[src/prf_pkg.sv]
package prf_pkg;

    // Sequencer state codes
    localparam int STATE_BITS = 4;
    localparam logic [STATE_BITS-1:0] S_IDLE = 4'd0;
    localparam logic [STATE_BITS-1:0] S_DIV  = 4'd1;
    localparam logic [STATE_BITS-1:0] S_TCHK = 4'd2;
    localparam logic [STATE_BITS-1:0] S_TAIL = 4'd3;
    localparam logic [STATE_BITS-1:0] S_CAND = 4'd4;
    localparam logic [STATE_BITS-1:0] S_ECHK = 4'd5;
    localparam logic [STATE_BITS-1:0] S_MUL  = 4'd6;
    localparam logic [STATE_BITS-1:0] S_PCHK = 4'd7;
    localparam logic [STATE_BITS-1:0] S_OUT  = 4'd8;

    // Where a finished division hands over
    localparam logic RET_TRIAL = 1'b0;
    localparam logic RET_EXP   = 1'b1;

endpackage

[src/prf_alu.sv]
module prf_alu #(
    parameter int W = 31
) (
    input  logic [W:0]   a,
    input  logic [W-1:0] b,
    output logic [W-1:0] res,
    output logic         ge
);

    logic [W:0] diff;

    // Compare and conditional subtract: one restoring step or one modular reduction.
    always_comb
    begin
        diff = a - {1'b0, b};
        ge   = (a >= {1'b0, b});
        res  = ge ? diff[W-1:0] : a[W-1:0];
    end

endmodule

[src/primitive_root_finder_core.sv]
// Smallest primitive root finder.
// The slave stream takes one modulus per transfer; the master stream returns one
// result per modulus: the root in tdata and the found flag in tuser.
// Each modulus is handled by a sequencer driving one shared compare-and-subtract
// unit. The factor search of m-1 runs a bit-serial restoring division per trial
// divisor, up to about sqrt(m) divisors. Each candidate then needs, per stored
// factor, up to one division plus a square-and-multiply power. A modulus below
// two skips the search and returns root zero with the found flag clear.
// s_axis_tready is high only while the sequencer is idle. A finished result is
// held in an output register; the next modulus may be taken while it waits, and a
// later result waits in the sequencer until the receiver takes the earlier one.
// Reset empties the output register and returns the sequencer to idle.
module primitive_root_finder_core
    import prf_pkg::*;
#(
    parameter int VALUE_BITS  = 31,
    parameter int MAX_FACTORS = 10
) (
    input  logic clk,
    input  logic rst_n,
    input  logic                                  s_axis_tvalid,
    output logic                                  s_axis_tready,
    // modulus in bits VALUE_BITS-1:0, zeros above
    input  logic [((VALUE_BITS+7)/8)*8-1:0]       s_axis_tdata,
    output logic                                  m_axis_tvalid,
    input  logic                                  m_axis_tready,
    // root in bits VALUE_BITS-1:0, zeros above
    output logic [((VALUE_BITS+7)/8)*8-1:0]       m_axis_tdata,
    // found
    output logic                                  m_axis_tuser
);

    localparam int W   = VALUE_BITS;
    localparam int DW  = ((VALUE_BITS + 7) / 8) * 8;
    localparam int CW  = $clog2(VALUE_BITS);
    localparam int FIW = $clog2(MAX_FACTORS);
    localparam int FCW = $clog2(MAX_FACTORS + 1);

    logic [STATE_BITS-1:0] state_reg, state_next;
    logic [W-1:0] m_reg, m_next, phi_reg, phi_next, n_reg, n_next, k_reg, k_next;
    logic [W-1:0] q_reg, q_next, rm_reg, rm_next, dv_reg, dv_next;
    logic [W-1:0] acc_reg, acc_next, ma_reg, ma_next, mb_reg, mb_next;
    logic [W-1:0] pow_reg, pow_next, base_reg, base_next, e_reg, e_next;
    logic [W:0]   cand_reg, cand_next;
    logic [CW-1:0] cnt_reg, cnt_next, ebit_reg, ebit_next;
    logic [FCW-1:0] fcnt_reg, fcnt_next;
    logic [FIW-1:0] fidx_reg, fidx_next;
    logic inner_reg, inner_next, ret_reg, ret_next, phase_reg, phase_next;
    logic mulb_reg, mulb_next;
    logic [W-1:0] res_root_reg, res_root_next;
    logic res_found_reg, res_found_next;
    logic ovalid_reg, ovalid_next;
    logic [W-1:0] root_reg, root_next;
    logic found_reg, found_next;
    logic [W-1:0] fac_mem [MAX_FACTORS];
    logic         fac_we;
    logic [W-1:0] fac_wdata;
    logic [W-1:0] fac_rd_reg;

    logic [W:0]   alu_a;
    logic [W-1:0] alu_b, alu_res;
    logic         alu_ge;
    logic [W-1:0] in_m;

    prf_alu #(.W(W)) u_alu (
        .a   (alu_a),
        .b   (alu_b),
        .res (alu_res),
        .ge  (alu_ge)
    );

    assign in_m          = s_axis_tdata[W-1:0];
    assign s_axis_tready = (state_reg == S_IDLE);
    assign m_axis_tvalid = ovalid_reg;
    assign m_axis_tdata  = DW'(root_reg);
    assign m_axis_tuser  = found_reg;

    // Operand selection for the shared unit. A division of the exponent takes its
    // divisor straight from the registered factor read.
    always_comb
    begin
        alu_a = {rm_reg, q_reg[W-1]};
        alu_b = (ret_reg == RET_EXP) ? fac_rd_reg : dv_reg;
        if (state_reg == S_MUL)
        begin
            alu_b = m_reg;
            if (!phase_reg)
                alu_a = {acc_reg, 1'b0};
            else
                alu_a = {1'b0, acc_reg} + {1'b0, ma_reg};
        end
    end

    // Sequencer.
    always_comb
    begin
        state_next = state_reg;
        m_next = m_reg; phi_next = phi_reg; n_next = n_reg; k_next = k_reg;
        q_next = q_reg; rm_next = rm_reg; dv_next = dv_reg;
        acc_next = acc_reg; ma_next = ma_reg; mb_next = mb_reg;
        pow_next = pow_reg; base_next = base_reg; e_next = e_reg;
        cand_next = cand_reg; cnt_next = cnt_reg; ebit_next = ebit_reg;
        fcnt_next = fcnt_reg; fidx_next = fidx_reg;
        inner_next = inner_reg; ret_next = ret_reg; phase_next = phase_reg;
        mulb_next = mulb_reg;
        res_root_next = res_root_reg; res_found_next = res_found_reg;
        ovalid_next = ovalid_reg; root_next = root_reg; found_next = found_reg;
        fac_we = 1'b0;
        fac_wdata = n_reg;

        if (ovalid_reg && m_axis_tready)
            ovalid_next = 1'b0;

        case (state_reg)
            S_IDLE:
            begin
                if (s_axis_tvalid)
                begin
                    m_next = in_m;
                    if (in_m < W'(2))
                    begin
                        res_root_next  = '0;
                        res_found_next = 1'b0;
                        state_next     = S_OUT;
                    end
                    else
                    begin
                        phi_next   = in_m - W'(1);
                        n_next     = in_m - W'(1);
                        k_next     = W'(2);
                        fcnt_next  = '0;
                        inner_next = 1'b0;
                        q_next     = in_m - W'(1);
                        rm_next    = '0;
                        dv_next    = W'(2);
                        cnt_next   = CW'(W - 1);
                        ret_next   = RET_TRIAL;
                        state_next = S_DIV;
                    end
                end
            end
            S_DIV:
            begin
                rm_next = alu_res;
                q_next  = {q_reg[W-2:0], alu_ge};
                cnt_next = cnt_reg - CW'(1);
                if (cnt_reg == '0)
                    state_next = (ret_reg == RET_TRIAL) ? S_TCHK : S_ECHK;
            end
            S_TCHK:
            begin
                // Decide on the next trial division.
                rm_next  = '0;
                cnt_next = CW'(W - 1);
                state_next = S_DIV;
                if (inner_reg)
                begin
                    if (rm_reg == '0)
                    begin
                        n_next = q_reg;
                    end
                    else
                    begin
                        inner_next = 1'b0;
                        k_next = k_reg + W'(1);
                        dv_next = k_reg + W'(1);
                        q_next = n_reg;
                    end
                end
                else if (k_reg > q_reg)
                begin
                    state_next = S_TAIL;
                end
                else if (rm_reg == '0)
                begin
                    if (fcnt_reg < FCW'(MAX_FACTORS))
                    begin
                        fac_we = 1'b1;
                        fac_wdata = k_reg;
                        fcnt_next = fcnt_reg + FCW'(1);
                    end
                    inner_next = 1'b1;
                    n_next = q_reg;
                end
                else
                begin
                    k_next = k_reg + W'(1);
                    dv_next = k_reg + W'(1);
                    q_next = n_reg;
                end
            end
            S_TAIL:
            begin
                if (n_reg > W'(1) && fcnt_reg < FCW'(MAX_FACTORS))
                begin
                    fac_we = 1'b1;
                    fac_wdata = n_reg;
                    fcnt_next = fcnt_reg + FCW'(1);
                end
                cand_next  = (W+1)'(2);
                state_next = S_CAND;
            end
            S_CAND:
            begin
                fidx_next = '0;
                if (cand_reg > {1'b0, m_reg})
                begin
                    res_root_next  = '0;
                    res_found_next = 1'b0;
                    state_next     = S_OUT;
                end
                else if (fcnt_reg == '0)
                begin
                    res_root_next  = cand_reg[W-1:0];
                    res_found_next = 1'b1;
                    state_next     = S_OUT;
                end
                else
                begin
                    q_next = phi_reg; rm_next = '0;
                    cnt_next = CW'(W - 1); ret_next = RET_EXP;
                    state_next = S_DIV;
                end
            end
            S_ECHK:
            begin
                // Start the power with the quotient as exponent.
                e_next    = q_reg;
                pow_next  = W'(1);
                base_next = (cand_reg == {1'b0, m_reg}) ? '0 : cand_reg[W-1:0];
                ebit_next = CW'(W - 1);
                ma_next = W'(1); mb_next = W'(1); acc_next = '0;
                cnt_next = CW'(W - 1); phase_next = 1'b0; mulb_next = 1'b0;
                state_next = S_MUL;
            end
            S_MUL:
            begin
                // Shift-add modular product, MSB first, reduce after each add.
                phase_next = !phase_reg;
                if (!phase_reg)
                begin
                    acc_next = alu_res;
                end
                else
                begin
                    if (mb_reg[W-1])
                        acc_next = alu_res;
                    mb_next  = {mb_reg[W-2:0], 1'b0};
                    cnt_next = cnt_reg - CW'(1);
                    if (cnt_reg == '0)
                    begin
                        pow_next = mb_reg[W-1] ? alu_res : acc_reg;
                        acc_next = '0;
                        cnt_next = CW'(W - 1);
                        ma_next  = mb_reg[W-1] ? alu_res : acc_reg;
                        if (!mulb_reg && e_reg[ebit_reg])
                        begin
                            mulb_next = 1'b1;
                            mb_next   = base_reg;
                        end
                        else if (ebit_reg == '0)
                        begin
                            state_next = S_PCHK;
                        end
                        else
                        begin
                            mulb_next = 1'b0;
                            ebit_next = ebit_reg - CW'(1);
                            mb_next   = mb_reg[W-1] ? alu_res : acc_reg;
                        end
                    end
                end
            end
            S_PCHK:
            begin
                if (pow_reg == W'(1))
                begin
                    cand_next  = cand_reg + (W+1)'(1);
                    state_next = S_CAND;
                end
                else if (FCW'(fidx_reg) + FCW'(1) == fcnt_reg)
                begin
                    res_root_next  = cand_reg[W-1:0];
                    res_found_next = 1'b1;
                    state_next     = S_OUT;
                end
                else
                begin
                    fidx_next = fidx_reg + FIW'(1);
                    q_next = phi_reg; rm_next = '0;
                    cnt_next = CW'(W - 1); ret_next = RET_EXP;
                    state_next = S_DIV;
                end
            end
            S_OUT:
            begin
                if (!ovalid_reg || m_axis_tready)
                begin
                    ovalid_next = 1'b1;
                    root_next   = res_root_reg;
                    found_next  = res_found_reg;
                    state_next  = S_IDLE;
                end
            end
            default:
            begin
                state_next = S_IDLE;
            end
        endcase
    end

    // Control registers.
    always_ff @(posedge clk or negedge rst_n)
    begin
        if (!rst_n)
        begin
            state_reg  <= S_IDLE;
            ovalid_reg <= 1'b0;
            fcnt_reg   <= '0;
            cnt_reg    <= '0;
            ebit_reg   <= '0;
            fidx_reg   <= '0;
            inner_reg  <= 1'b0;
            ret_reg    <= RET_TRIAL;
            phase_reg  <= 1'b0;
            mulb_reg   <= 1'b0;
        end
        else
        begin
            state_reg  <= state_next;
            ovalid_reg <= ovalid_next;
            fcnt_reg   <= fcnt_next;
            cnt_reg    <= cnt_next;
            ebit_reg   <= ebit_next;
            fidx_reg   <= fidx_next;
            inner_reg  <= inner_next;
            ret_reg    <= ret_next;
            phase_reg  <= phase_next;
            mulb_reg   <= mulb_next;
        end
    end

    // Datapath registers.
    always_ff @(posedge clk)
    begin
        m_reg <= m_next; phi_reg <= phi_next; n_reg <= n_next; k_reg <= k_next;
        q_reg <= q_next; rm_reg <= rm_next; dv_reg <= dv_next;
        acc_reg <= acc_next; ma_reg <= ma_next; mb_reg <= mb_next;
        pow_reg <= pow_next; base_reg <= base_next; e_reg <= e_next;
        cand_reg <= cand_next;
        res_root_reg <= res_root_next; res_found_reg <= res_found_next;
        root_reg <= root_next; found_reg <= found_next;
    end

    // Factor store. The read port follows the factor index, so the entry in use
    // is in the read register from the cycle after the index is set.
    always_ff @(posedge clk)
    begin
        if (fac_we)
            fac_mem[fcnt_reg[FIW-1:0]] <= fac_wdata;
        fac_rd_reg <= fac_mem[fidx_next];
    end

`ifndef SYNTH
    a_fcnt_bound: assert property (@(posedge clk) disable iff (!rst_n)
        fcnt_reg <= FCW'(MAX_FACTORS))
        else $error("factor count beyond store depth");
    a_div_nonzero: assert property (@(posedge clk) disable iff (!rst_n)
        (state_reg == S_DIV) |-> (alu_b != '0))
        else $error("division by zero in shared unit");
    a_root_zero: assert property (@(posedge clk) disable iff (!rst_n)
        (ovalid_reg && !found_reg) |-> (root_reg == '0))
        else $error("root not zero without found");
    a_out_hold: assert property (@(posedge clk) disable iff (!rst_n)
        (state_reg == S_OUT && ovalid_reg && !m_axis_tready) |=> (state_reg == S_OUT))
        else $error("result dropped while receiver stalls");
`endif

endmodule
[config.mk]
export PLATFORM = sky130hd
export DESIGN_NAME = primitive_root_finder_core
export DESIGN_NICKNAME = d
export VERILOG_FILES = /design/src/prf_pkg.sv /design/src/prf_alu.sv /design/src/primitive_root_finder_core.sv
export SDC_FILE = /design/constraint.sdc
export NUM_CORES = 2
export LEC_CHECK = 0
export BUFFER_PORTS_ARGS = -buffer_cell sky130_fd_sc_hd__buf_4
export CAP_MARGIN = 15
export CELL_PAD_IN_SITES_DETAIL_PLACEMENT = 0
export CELL_PAD_IN_SITES_GLOBAL_PLACEMENT = 2
export CORE_MARGIN = 2
export CORE_UTILIZATION = 45
export DETAILED_ROUTE_END_ITERATION = 16
export PLACE_DENSITY = 0.88
export SLEW_MARGIN = 20
export SYNTH_ARGS = -nofsm -noshare
export SYNTH_HDL_FRONTEND = slang
export SYNTH_SLANG_ARGS = --single-unit
[constraint.sdc]
create_clock -name clk -period 19.95 [get_ports clk]
set_input_delay 1.995 -clock clk [delete_from_list [all_inputs] [get_ports clk]]
set_output_delay 1.995 -clock clk [all_outputs]
set_load 0.05 [all_outputs]
# Word-level counts from Yosys, hierarchy flattened
# Memory sizes are Yosys's and may differ from the RTL's. A register that Yosys moved wholly into a read port is not among the register bits.
# Cells that the tools add are included.
[classes] addsub=9 n_lt_le_gt_ge=7 eq_ne=35 mux=137 bitwise_logic=1 n_reduce_logical=37
[ops] operator="$mux W31" n=46
[ops] operator="$pmux W31 S2" n=6
[ops] operator="$pmux W31 S5" n=2
[ops] operator="$mux W32" n=3
[ops] operator="$pmux W31 S3" n=1
[ops] operator="$mux W4" n=21
[ops] operator="$pmux W32 S2" n=1
[ops] operator="$mux W5" n=12
[ops] operator="$ne A2 B2 Y1 const B" n=18
[ops] operator="$pmux W4 S9" n=1
[ops] operator="$add A31 B31 Y32" n=1
[ops] operator="$add A32 B1 Y32 const B" n=1
[ops] operator="$eq A32 B31 Y1" n=1
[ops] operator="$ge A32 B31 Y1" n=1
[ops] operator="$gt A32 B31 Y1" n=1
[ops] operator="$add A31 B1 Y31 const B" n=1
[ops] operator="$eq A31 B1 Y1 const B" n=1
[ops] operator="$gt A31 B1 Y1 const B" n=1
[ops] operator="$gt A31 B31 Y1" n=1
[ops] operator="$logic_not A31 Y1" n=1
[ops] operator="$lt A31 B2 Y1 const B" n=1
[ops] operator="$sub A31 B1 Y31 const B" n=1
[ops] operator="$sub A31 B31 Y31" n=1
[ops] operator="$mux W1" n=30
[ops] operator="other kinds (38)" n=72
[word_totals] ff_bits=495 ramBits=310 inputBits=36 out_inout_bits=35 mem_count=1
[mem_list] name="fac_mem" depth=10 word_bits=31 read_ports=1 rd_ports_with_merged_regs=1 wr=1 line="primitive_root_finder_core.sv:55" rtl="logic [W-1:0] fac_mem [MAX_FACTORS];"

# Longest topological paths before layout
[depth] word_depth=11 mapped_depth=27 ltp_nobuf=24

# Cells and area by module
# Synthesis repeated with hierarchy kept, for this count alone.
[unflattened] hier_cells=3770 hier_area_um2=42425.7
[by_module_without_submodules] module="primitive_root_finder_core" instances=1 cells_each=3461 area_each_um2=40174.8 seq_area_each_um2=24658.6
[by_module_without_submodules] module="prf_alu" instances=1 cells_each=309 area_each_um2=2250.9 seq_area_each_um2=0.0

# Worst setup path after synthesis
# No wires, ideal clock.
[synth_timing] kind="input -> register" from="in s_axis_tdata[10]" to="reg dv_reg[0], enable pin" setup_ns=0.545 t_arrival_ns=6.861 required_ns=19.405 slack_ns=12.543 path_stages=7 n_path_buf=1 cell_sequence="or3_1 or3_1 clkbuf_1 or4_1 a21boi_0 or3_1 nor2_1"
[synth_via] elab_chain_cells=3
[synth_lines] element="start, declared" line="primitive_root_finder_core.sv:24" rtl="input logic [((VALUE_BITS+7)/8)*8-1:0] s_axis_tdata,"
[synth_lines] element="$lt A31 B2 Y1" line="primitive_root_finder_core.sv:120" rtl="if (in_m < W'(2))"
[synth_lines] element="$ne A2 B2 Y1 (no source line)"
[synth_lines] element="$reduce_and A4 Y1 (no source line)"
[synth_lines] element="end signal, assigned" line="primitive_root_finder_core.sv:347" rtl="q_reg <= q_next; rm_reg <= rm_next; dv_reg <= dv_next;"
[synth_lines] element="end, declared" line="primitive_root_finder_core.sv:41" rtl="logic [W-1:0] q_reg, q_next, rm_reg, rm_next, dv_reg, dv_next;"
# No other way between the ends.
# A chain may end at the register's enable or synchronous reset.

# Final worst setup path
[layout_timing] from="reg acc_reg[10]" to="reg mb_reg[20], data pin"
[layout_via] elab_chain_cells=11 word_cells_on_any_way=12 cone_classes="2 x add/sub; 1 x order compare; 9 x mux"
[layout_lines] element="start, declared" line="primitive_root_finder_core.sv:42" rtl="logic [W-1:0] acc_reg, acc_next, ma_reg, ma_next, mb_reg, mb_next;"
[layout_lines] element="start signal, assigned" line="primitive_root_finder_core.sv:348" rtl="acc_reg <= acc_next; ma_reg <= ma_next; mb_reg <= mb_next;"
[layout_lines] element="$add A31 B31 Y32" line="primitive_root_finder_core.sv:90" rtl="alu_a = {1'b0, acc_reg} + {1'b0, ma_reg};"
[layout_lines] element="$mux W32 (*)" line="primitive_root_finder_core.sv:87" rtl="if (!phase_reg)"
[layout_lines] element="$mux W32 (*)" line="primitive_root_finder_core.sv:84" rtl="if (state_reg == S_MUL)"
[layout_lines] element="$sub A31 B31 Y31 or $ge A32 B31 Y1 (tied branches)" line="prf_alu.sv:15, prf_alu.sv:16"
[layout_lines] element="$mux W31 (*)" line="prf_alu.sv:17" rtl="res = ge ? diff[W-1:0] : a[W-1:0];"
[layout_lines] element="$mux W31 (*)"
[layout_lines] element="$mux W31 (*)" line="primitive_root_finder_core.sv:261" rtl="else if (ebit_reg == '0)"
[layout_lines] element="$mux W31 (*)" line="primitive_root_finder_core.sv:256" rtl="if (!mulb_reg && e_reg[ebit_reg])"
[layout_lines] element="$mux W31 (*)" line="primitive_root_finder_core.sv:250" rtl="if (cnt_reg == '0)"
[layout_lines] element="$mux W31 (*)" line="primitive_root_finder_core.sv:240" rtl="if (!phase_reg)"
[layout_lines] element="$pmux W31 S2 (*)" line="primitive_root_finder_core.sv:114" rtl="case (state_reg)"
[layout_lines] element="end signal, assigned" line="primitive_root_finder_core.sv:348"
[layout_lines] element="end, declared" line="primitive_root_finder_core.sv:42"
# Every way passes the cells marked *; elsewhere a longest branch is shown, timed or not. The select of a mux whose other input is x is not followed.

==> flow_summary_export.csv <==
group,metric,value,unit
placed_design,io_buffers,68,
logic_synthesis,synth_top_area_cell,"edfxtp_1",
timing,setup_violations,0,
logic_synthesis,syn_nets,3862,
critical_path,path_max_fanout,39,
status,status,"finished, final reports clean",
global_routing,overflow,0,
placed_design,gp_congestion,0.900,
cts,ctsHoldBuffers,0,
critical_path,worstPathArrival,7.57,ns
cts,clock-sinks,836,
cells_and_area,drive_above_1_share,9.20,%
cts,cts_root_buf,"clkbuf_16",
critical_path,slowest_delay,0.48,ns
floorplanning,ios,71,
detailed_routing,antenna_left,0,
detailed_routing,vias,29000,
timing,max_freq,0.139,GHz
detailed_routing,wirelength,117,mm
global_routing,grt_pass1_vias,27500,
critical_path,cp_cell_sequence,"ha_1, a21o_1, a21o_1, a2111oi_0, a21bo_2, a41oi_1, o21ai_0, xor2_1, nand2_1, a31oi_1, ha_1, and3_1, and2_1, a221oi_1, o21ai_0, a21oi_1, and4b_1, o22a_2, buf_4, nor2_1, a21oi_1, nor2_1, a21oi_1, o22ai_1",
logic_synthesis,synth_area_leaders,"edfxtp_1 56%, ha_1 4.0%, nand2_1 3.5%, nor2_1 3.3%, a21oi_1 2.5%",
cells_and_area,synthToLayoutAreaGrowth,11.3,%
placed_design,dpl_worst_slack,12.69,ns
cells_and_area,layout.nets,3847,
floorplanning,fp-row-count,111,
critical_path,critPathSlowestCell,"a21oi_1",
critical_path,path_class,"flip-flop to flip-flop",
critical_path,critPathLaunchType,"flip-flop",
timing,rsz0062_at_grt,"false",
critical_path,path_buf_inv,1,
cts,clk_latency,0.69,ns
logic_synthesis,synthDistinctLibCells,93,
logic_synthesis,syn_area_per_cell,11.4,um2
flow_run,maxCapViolations,0,
logic_synthesis,synth.cell_area,41900,um2
floorplanning,core-area,91900,um2
critical_path,crit_path_frequent_cell,"a21oi_1",
timing,slew_viol_final,0,
detailed_routing,via_per_inst,5.81,
global_routing,grt_max_degree,101,
cts,clkTransAtPathRegs,0.06,ns
logic_synthesis,synthCells,3689,
timing,worstMarginPinSlew,1.12,ns
logic_synthesis,ys_ff_latch,836,
logic_synthesis,yosysSeqAreaShare,58.8,%
critical_path,cp_num_cells,24,
min_path,whs_path_depth,0,
floorplanning,die_area,95600,um2
global_routing,grt_pass1_wl,176,mm
cts,cts_inserted_buffers,90,
placed_design,place_hpwl,80.7,mm
detailed_routing,first_iter_violations,3163,
cts,cts_tree,"done",
cells_and_area,largest_register_ffs,310,
cells_and_area,layout_commonest_cell,"edfxtp_1",
detailed_routing,drc,0,
power,p_leak,16.6,nW
cts,cts_resized,0,
floorplanning,die-width,309,um
cts,cts.path.max_buffers,3,
global_routing,grt_usage,24.5,%
detailed_routing,firstDrtPassIters,7,
critical_path,critPathRequiredTime,20.34,ns
floorplanning,initial_core_util,45.6,%
logic_synthesis,synth_edf_count,778,
critical_path,reg2reg_depth,24,
timing,fin_skew,0.0460,ns
cts,postCtsSetupBuffers,0,
power,p_total,7.03,mW
power,powerDensity,151,nW/um2
cts,htreeDepth,3,
critical_path,crit_family,"compound AO/OA/AOI/OAI gates",
critical_path,end_kind,"flip-flop",
cells_and_area,layout_common_cells,"778 x edfxtp_1, 393 x nand2_1, 367 x nor2_1",
timing,setup_slack,12.77,ns
timing,min_period,7.18,ns
timing,hold_violations,0,
power,ir_drop,0.000100,V
timing,slew_headroom,24.6,%
floorplanning,die_height,309,um
timing,setup_tns,0,ns
min_path,hold_path.class,"flip-flop to flip-flop",
cells_and_area,diodes,0,
logic_synthesis,synth_top_area_share,55.7,%
logic_synthesis,synth_flop_cell,"edfxtp_1",
logic_synthesis,ys_warn_count,0,
timing,fin_crit_sh,36.0,%
detailed_routing,drt-wirelength-per-cell,23.5,um
logic_synthesis,synthArstFlopShare,3.23,%
global_routing,antenna_found_initial,2,
## final timing paths
check / startpoint / endpoint / slack (ns)
max reg2reg: acc_reg[10] / mb_reg[20] / 12.77
min reg2reg: res_root_reg[21] / root_reg[21] / 0.42
max in group asynchronous: rst_n / ret_reg / 18.27
min: res_root_reg[21] / root_reg[21] / 0.42
max: acc_reg[10] / mb_reg[20] / 12.77
min in group asynchronous: rst_n / cnt_reg[4] / 1.30
## stage by stage
step	util (%)	instance area (um2)	hold WS, ns	std cells
after floorplan	-	41900	0.400	3689
after global placement	47.4	43600	0.404	4824
after detailed placement	47.4	43600	0.405	4824
after CTS	50.8	46700	0.417	4991
after global routing	50.8	46700	0.421	4992
final	50.8	46700	0.416	4992
## Yosys cell counts, types with 39 or more instances
cell type  number
edfxtp_1      778
nand2_1       393
nor2_1        373
a21oi_1       213
clkbuf_1      181
ha_1          135
and2_1        134
a211oi_1      128
o21ai_0       124
inv_1         118
xor2_1         90
a31oi_1        78
mux2i_1        72
xnor2_1        69
a21o_1         64
nand3_1        54
o22ai_1        48
nand4_1        40
a311oi_1       39
## layout make-up
cell class	count	area, um2
clock buffers	118	2460
inverters	118	445
flip-flops and latches	836	24700
fillers	8125	45300
well taps	1243	1560
multi-input cells	2516	16100
clock inverters	49	597
repair buffers	112	845
## power by group
part	leakage (nW)	switching, mW	internal, mW	total (mW)
clock network	1.47	0.721	0.993	1.71
registers	7.85	0.254	2.43	2.69
logic	7.26	1.76	0.870	2.63
## routing by layer
layer	track usage [%]	wire length, um
met1	34.7	52100
met2	38.9	54300
met3	2.60	6550
met4	9.47	4530
met5	0	13
## kinds of logic after synthesis
logic type / count (synthesis) / share of synthesized area (%)
xor gates and xnor gates: 159 / 3.32
muxes: 112 / 3.01
and+or+nand+nor: 1213 / 13.5
adders and majority gates: 137 / 4.12
buffers and inverters: 337 / 3.14
DFF: 836 / 58.8
other: 1 / 0.00894
AOI/OAI and AO/OA: 894 / 14.1
No activity file was read; power rests on OpenSTA's default activity.
